$ cat src/rtl/rcd_pkg.sv
// Package for the radix conversion block: sizes, shared types and the radix clamp.
`timescale 1ns / 1ps

package rcd_pkg;

   localparam int ValueWidth  = 31;
   localparam int RadixWidth  = 5;
   localparam int DigitWidth  = 4;
   localparam int StackDepth  = 32;
   localparam int StackAddrW  = $clog2(StackDepth);
   localparam int StackCountW = $clog2(StackDepth + 1);
   localparam int StepCountW  = $clog2(ValueWidth);

   localparam logic [RadixWidth-1:0] RadixReset = 5'd10;
   localparam logic [RadixWidth-1:0] RadixMin   = 5'd2;
   localparam logic [RadixWidth-1:0] RadixMax   = 5'd16;

   // Result of one pass of the serial divider
   typedef struct packed {
      logic                  done;
      logic [ValueWidth-1:0] quotient;
      logic [DigitWidth-1:0] remainder;
   } div_result_type;

   // Commands to the digit stack
   typedef struct packed {
      logic                  push;
      logic                  pop;
      logic [DigitWidth-1:0] push_digit;
   } stack_ctrl_type;

   // Clamp the programmed radix into 2..16
   function automatic logic [RadixWidth-1:0] clamp_radix(input logic [RadixWidth-1:0] r);
      logic [RadixWidth-1:0] res;
      if (r < RadixMin) begin
         res = RadixMin;
      end else if (r > RadixMax) begin
         res = RadixMax;
      end else begin
         res = r;
      end
      return res;
   endfunction

endpackage

$ cat src/rtl/radix_conversion_digits.sv
// Top level: converts a 31-bit value into base-2..16 digits, most significant first.
//
//   channel   dir   handshake              payload
//   req       in    req_tvalid/req_tready   tdata[30:0] value
//   rsp       out   rsp_tvalid/rsp_tready   tdata[3:0] digit, tlast last, tuser empty_res
//   csr       in    csr_we                  csr_wdata[4:0] radix
//
// Each digit takes a load and 31 shift steps in the bit-serial divider, then a push;
// popping reads each digit from the stack, then moves it into the output register;
// a zero value goes straight to the output register as the empty marker.
// One value is in work at a time; the next is taken once the last digit sits in the
// output register. A stalled output holds the pop sequence. Reset is synchronous,
// clears control state and loads radix 10.
`timescale 1ns / 1ps

module radix_conversion_digits
   import rcd_pkg::*;
(
   input  logic                  clock,
   input  logic                  reset,
   input  logic                  req_tvalid,
   output logic                  req_tready,
   input  logic [31:0]           req_tdata,   // [30:0] value
   output logic                  rsp_tvalid,
   input  logic                  rsp_tready,
   output logic [7:0]            rsp_tdata,   // [3:0] digit
   output logic                  rsp_tlast,   // last
   output logic                  rsp_tuser,   // empty_res
   input  logic                  csr_we,
   input  logic [RadixWidth-1:0] csr_wdata    // radix
);

   localparam logic [2:0] StIdle   = 3'd0;
   localparam logic [2:0] StDiv    = 3'd1;
   localparam logic [2:0] StPopRd  = 3'd2;
   localparam logic [2:0] StPopOut = 3'd3;
   localparam logic [2:0] StZero   = 3'd4;

   logic [2:0]             state_ff, state_in;
   logic [RadixWidth-1:0]  radix_ff;
   logic                   out_vld_ff, out_vld_in;
   logic [DigitWidth-1:0]  out_digit_ff, out_digit_in;
   logic                   out_last_ff, out_last_in;
   logic                   out_empty_ff, out_empty_in;
   logic                   div_start;
   logic [ValueWidth-1:0]  div_dividend;
   div_result_type         div_res;
   stack_ctrl_type         stk_ctrl;
   logic [DigitWidth-1:0]  stk_digit;
   logic [StackCountW-1:0] stk_count;
   logic                   in_xact;
   logic                   out_free;
   logic [ValueWidth-1:0]  in_value;

   assign in_value = req_tdata[ValueWidth-1:0];
   assign req_tready = (state_ff == StIdle);
   assign in_xact  = req_tvalid && req_tready;
   assign out_free = !out_vld_ff || rsp_tready;

   // Radix register
   always_ff @(posedge clock) begin
      if (reset) begin
         radix_ff <= RadixReset;
      end else if (csr_we) begin
         radix_ff <= csr_wdata;
      end
   end

   rcd_divider u_divider (
      .clock    (clock),
      .reset    (reset),
      .start    (div_start),
      .dividend (div_dividend),
      .divisor  (clamp_radix(radix_ff)),
      .result   (div_res)
   );

   rcd_stack u_stack (
      .clock    (clock),
      .reset    (reset),
      .ctrl     (stk_ctrl),
      .rd_digit (stk_digit),
      .count    (stk_count)
   );

   // Sequencer: divide until the quotient is zero, then pop the stack; a zero value gives the empty marker
   always_comb begin
      state_in            = state_ff;
      div_start           = 1'b0;
      div_dividend        = in_value;
      stk_ctrl.push       = 1'b0;
      stk_ctrl.pop        = 1'b0;
      stk_ctrl.push_digit = div_res.remainder;
      out_vld_in          = out_vld_ff && !rsp_tready;
      out_digit_in        = out_digit_ff;
      out_last_in         = out_last_ff;
      out_empty_in        = out_empty_ff;
      unique case (state_ff)
         StIdle: begin
            if (in_xact) begin
               if (in_value == '0) begin
                  state_in = StZero;
               end else begin
                  div_start = 1'b1;
                  state_in  = StDiv;
               end
            end
         end
         StDiv: begin
            if (div_res.done) begin
               stk_ctrl.push = 1'b1;
               if (div_res.quotient == '0) begin
                  state_in = StPopRd;
               end else begin
                  div_start    = 1'b1;
                  div_dividend = div_res.quotient;
               end
            end
         end
         StPopRd: begin
            if (out_free) begin
               stk_ctrl.pop = 1'b1;
               state_in     = StPopOut;
            end
         end
         StPopOut: begin
            out_vld_in   = 1'b1;
            out_digit_in = stk_digit;
            out_last_in  = (stk_count == '0);
            out_empty_in = 1'b0;
            state_in     = (stk_count == '0) ? StIdle : StPopRd;
         end
         StZero: begin
            if (out_free) begin
               out_vld_in   = 1'b1;
               out_digit_in = '0;
               out_last_in  = 1'b1;
               out_empty_in = 1'b1;
               state_in     = StIdle;
            end
         end
         default: begin
            state_in = StIdle;
         end
      endcase
   end

   always_ff @(posedge clock) begin
      if (reset) begin
         state_ff   <= StIdle;
         out_vld_ff <= 1'b0;
      end else begin
         state_ff   <= state_in;
         out_vld_ff <= out_vld_in;
      end
   end

   // Output register payload
   always_ff @(posedge clock) begin
      out_digit_ff <= out_digit_in;
      out_last_ff  <= out_last_in;
      out_empty_ff <= out_empty_in;
   end

   assign rsp_tvalid = out_vld_ff;
   assign rsp_tdata  = {(8 - DigitWidth)'(0), out_digit_ff};
   assign rsp_tlast  = out_last_ff;
   assign rsp_tuser  = out_empty_ff;

endmodule

$ cat src/rtl/rcd_divider.sv
// Bit-serial restoring divider: one quotient bit per cycle, remainder below 16.
`timescale 1ns / 1ps

module rcd_divider
   import rcd_pkg::*;
(
   input  logic                  clock,
   input  logic                  reset,
   input  logic                  start,
   input  logic [ValueWidth-1:0] dividend,
   input  logic [RadixWidth-1:0] divisor,
   output div_result_type        result
);

   logic [ValueWidth-1:0] quot_ff, quot_in;
   logic [DigitWidth-1:0] rem_ff, rem_in;
   logic [RadixWidth-1:0] div_ff, div_in;
   logic [StepCountW-1:0] cnt_ff, cnt_in;
   logic                  busy_ff, busy_in;
   logic                  done_ff, done_in;
   logic [RadixWidth-1:0] trial;
   logic [DigitWidth-1:0] diff;
   logic                  fits;

   // Shift the next dividend bit into the partial remainder and try the subtract
   assign trial = {rem_ff, quot_ff[ValueWidth-1]};
   assign fits  = (trial >= div_ff);
   // Remainder stays below the divisor, so four bits hold it
   assign diff  = DigitWidth'(trial - div_ff);

   always_comb begin
      quot_in = quot_ff;
      rem_in  = rem_ff;
      div_in  = div_ff;
      cnt_in  = cnt_ff;
      busy_in = busy_ff;
      done_in = 1'b0;
      if (start) begin
         quot_in = dividend;
         rem_in  = '0;
         div_in  = divisor;
         cnt_in  = StepCountW'(ValueWidth - 1);
         busy_in = 1'b1;
      end else if (busy_ff) begin
         quot_in = {quot_ff[ValueWidth-2:0], fits};
         rem_in  = fits ? diff : trial[DigitWidth-1:0];
         cnt_in  = cnt_ff - 1'b1;
         if (cnt_ff == '0) begin
            busy_in = 1'b0;
            done_in = 1'b1;
         end
      end
   end

   always_ff @(posedge clock) begin
      if (reset) begin
         busy_ff <= 1'b0;
         done_ff <= 1'b0;
      end else begin
         busy_ff <= busy_in;
         done_ff <= done_in;
      end
   end

   always_ff @(posedge clock) begin
      quot_ff <= quot_in;
      rem_ff  <= rem_in;
      div_ff  <= div_in;
      cnt_ff  <= cnt_in;
   end

   assign result.done      = done_ff;
   assign result.quotient  = quot_ff;
   assign result.remainder = rem_ff;

endmodule

$ cat src/rtl/rcd_stack.sv
// Digit stack: small memory with a fill count, registered read on pop.
`timescale 1ns / 1ps

module rcd_stack
   import rcd_pkg::*;
(
   input  logic                   clock,
   input  logic                   reset,
   input  stack_ctrl_type         ctrl,
   output logic [DigitWidth-1:0]  rd_digit,
   output logic [StackCountW-1:0] count
);

   logic [DigitWidth-1:0]  mem [StackDepth];
   logic [DigitWidth-1:0]  rd_digit_ff;
   logic [StackCountW-1:0] count_ff, count_in;
   logic [StackCountW-1:0] top_idx;
   logic                   can_push;

   assign top_idx  = count_ff - 1'b1;
   assign can_push = (count_ff < StackCountW'(StackDepth));

   // Fill count; a push beyond the depth is dropped
   always_comb begin
      count_in = count_ff;
      if (ctrl.push && can_push) begin
         count_in = count_ff + 1'b1;
      end else if (ctrl.pop && (count_ff != '0)) begin
         count_in = top_idx;
      end
   end

   always_ff @(posedge clock) begin
      if (reset) begin
         count_ff <= '0;
      end else begin
         count_ff <= count_in;
      end
   end

   // Memory write and registered read
   always_ff @(posedge clock) begin
      if (ctrl.push && can_push) begin
         mem[count_ff[StackAddrW-1:0]] <= ctrl.push_digit;
      end
      if (ctrl.pop) begin
         rd_digit_ff <= mem[top_idx[StackAddrW-1:0]];
      end
   end

   assign rd_digit = rd_digit_ff;
   assign count    = count_ff;

endmodule

$ cat config.mk
export PLATFORM = sky130hd
export DESIGN_NAME = radix_conversion_digits
export DESIGN_NICKNAME = d
export VERILOG_FILES = /design/src/rtl/rcd_pkg.sv /design/src/rtl/radix_conversion_digits.sv /design/src/rtl/rcd_divider.sv /design/src/rtl/rcd_stack.sv
export SDC_FILE = /design/constraint.sdc
export NUM_CORES = 1
export LEC_CHECK = 0
export CAP_MARGIN = 0
export CORE_MARGIN = 3
export CORE_UTILIZATION = 36
export DETAILED_ROUTE_END_ITERATION = 7
export DONT_BUFFER_PORTS = 1
export PLACE_DENSITY = 0.48
export SLEW_MARGIN = 10
export SYNTH_ARGS = -nofsm -noshare
export SYNTH_HDL_FRONTEND = slang
export SYNTH_HIERARCHICAL = 1
export SYNTH_SLANG_ARGS = --single-unit
$ cat constraint.sdc
create_clock -name clock -period 3.9 [get_ports clock]
set_input_delay 0.39 -clock clock [delete_from_list [all_inputs] [get_ports clock]]
set_output_delay 0.39 -clock clock [all_outputs]
set_load 0.02 [all_outputs]
==> flow_summary.ini <==
[run_status]
outcome = finished, final reports clean

[finish]
drive_gt1_share_pct = 25.0
final_common_cell = edfxtp_1
antenna_cells = 0
layout_common_cells = 174 x edfxtp_1, 58 x nor2_1, 41 x mux2_2
nets = 658
area_delta_synth_final_pct = 9.06
fin_cells = 939
fillers = 2236

[synthesis]
synth-main-ff-cell = edfxtp_1
syn_area_mm2 = 0.00924
yosys-top-cells-area = edfxtp_1 57%, mux4_2 7.8%, dfxtp_1 5.6%
ys_seq_area_share_pct = 62.2
yosys_warnings = 6
synthCells = 603
syn_avg_cell_area_um2 = 15.3
ys_types = 59
postSynthRegisterBits = 200
synth_edf_count = 174
synth_top_area_share_pct = 56.6
synthArstFlopShare_pct = 0
synth_top_area_cell = edfxtp_1

[detailed_routing]
first_iter_violations = 255
drtPass1Iterations = 7
routed-via-count = 4928
drcViolationCount = 0
vias_per_cell = 5.25
ant_nets = 0
wl_per_cell_um = 20.0
routed_wl_mm = 18.8

[floorplanning]
die_h_um = 166
die_w_um = 166
initial_utilization_pct = 37.3
rows = 57
dieArea_mm2 = 0.0276
core_area_mm2 = 0.0247
top_level_ports = 54

[power_and_ir_drop]
p_leak_nw = 3.42
total_power_w = 0.00449
p_per_area_mw_per_mm2 = 446
peakVddDrop_mv = 0.222

[clocking]
cts_root_buffer = clkbuf_16
cts_buffers = 17
htree_levels = 4
cts_resized = 0
clockBufferDepth = 2
cts_tree = done
clkSinkCount = 200
path_clk_slew_ns = 0.07
clock_latency_ns = 0.43
hold_buffers = 0
cts_setup_buffers = 0

[worst_hold_path]
hold_path.class = input pin to register

[global_route]
grt-ovfl-total = 0
gr-usage-all-layers_pct = 13.8
grt_first_pass_wirelength_mm = 29.9
grt_max_degree = 42
antenna_found_initial = 0
grt_pass1_vias = 5158

[timing]
period_needed_ns = 2.89
slew_violations = 0
rsz0062_at_grt = no
setup_violations = 0
fin_crit_sh_pct = 74.0
worst_slew_pin_slew_ns = 0.873
max_slew_margin_pct = 41.2
fmaxAchievable_ghz = 0.346
hold_viol = 0
worst_slack_ns = 1.01
clock_skew_ns = 0.0128
final.setup.tns_ns = 0

[worst_setup_path]
max_stage_delay_ns = 0.60
worstPathMaxFanout = 9
cp_slowest_cell = nor2b_1
cp_data_arrival_time_ns = 2.95
crit_path_end_kind = register
critPathLaunchType = register
crit_type = register to register
crit_chain = nor4b_4, nor2b_1, nand2_1, nor2_1
worst_ep_required_time_ns = 3.97

[place]
dpl.hpwl_mm = 12.5
place_ws_ns = 0.817
placed_cells = 908
routabilityCongestion = 0.819
port_buffers = 0

[flow_run]
maxCapViolCount = 0
-- sequential cells by signal, summed over array words and instances (netlist names) --
name,flops
u_stack/mem,128
u_divider/quot_ff,31
u_stack/count,6
radix_ff,5
u_divider/cnt_ff,5
u_divider/div_ff,5
out_digit_ff,4
u_divider/rem_ff,4
u_stack/rd_digit,4
state_ff,3
rsp_tlast,1
rsp_tuser,1
rsp_tvalid,1
u_divider/busy_ff,1
u_divider/done_ff,1
-- synthesized netlist by cell type (all sizes together) (4+ instances only) --
library cell / number
o21ai: 14
a21oi: 9
inv: 15
nor2b: 8
nand2: 25
o22ai: 5
xnor2: 8
or3: 6
mux4: 32
nor4: 16
nand4: 6
nand2b: 9
edfxtp: 174
clkbuf: 10
buf: 23
nor2: 58
mux2i: 13
nand3b: 4
a22o: 4
mux2: 70
ha: 12
dfxtp: 26
and2: 5
nor3: 9
-- layout make-up --
class                           count  area, um2  area share, %
Clock buffer                       20        437           4.33
Clock inverter                     11       98.8          0.981
Sequential cell                   200       5750           57.0
Multi-Input combinational cell    358       3250           32.2
Inverter                           15       56.3          0.559
Timing Repair Buffer               11       82.6          0.820
Tap cell                          324        405           4.02
-- metrics by stage --
| stage | instance area [um2] | hold WS [ns] | util, % |
|---|---|---|---|
| 6_report | 10100 | 0.0275 | 40.7 |
| 5_1_grt | 10100 | 0.00133 | 40.7 |
| 4_1_cts | 10100 | 0.00834 | 40.7 |
| 3_5_place_dp | 9540 | 0.464 | 38.5 |
| 3_3_place_gp | 9540 | 0.466 | 38.5 |
| 2_1_floorplan | 9250 | 0.452 | - |
-- routing by layer --
layer	GRT usage (%)	routed length, um	up-vias
li1	-	-	2325
met1	18.9	8740	2499
met2	22.3	9160	83
met3	2.74	548	21
met4	4.05	301	0
met5	0	0	-
-- power breakdown --
part	internal [W]	switching [W]
Clock	0.000879	0.000751
Combinational	0.000136	0.000199
Sequential	0.00247	0.0000590
Total	0.00348	0.00101
-- final timing paths --
path	slack (ns)	cells past startpoint	endpoint	start
min reg2reg	0.51	2	radix_ff[0]	radix_ff[0]
min	0.03	1	radix_ff[2]	reset
max reg2reg	1.01	4	u_stack/mem[0][0]	state_ff[0]
max	1.01	4	u_stack/mem[0][0]	state_ff[0]
-- logic make-up after synthesis --
kind of cell               after synthesis  share of synthesized area (%)
AOI/OAI and AO/OA                       55                           4.20
xor gates and xnor gates                11                           1.12
adders and majority gates               13                           1.84
buffers and inverters                   48                           2.79
DFF                                    200                           62.2
muxes                                  115                           18.9
other                                    1                         0.0406
and+or+nand+nor                        160                           8.89
-- critical path, delay by kind of cell (launching register included) --
kind	cells	cell delay (ns)
and+or+nand+nor	4	2.05
DFF	1	0.48
No activity file was read; power rests on OpenSTA's default activity.
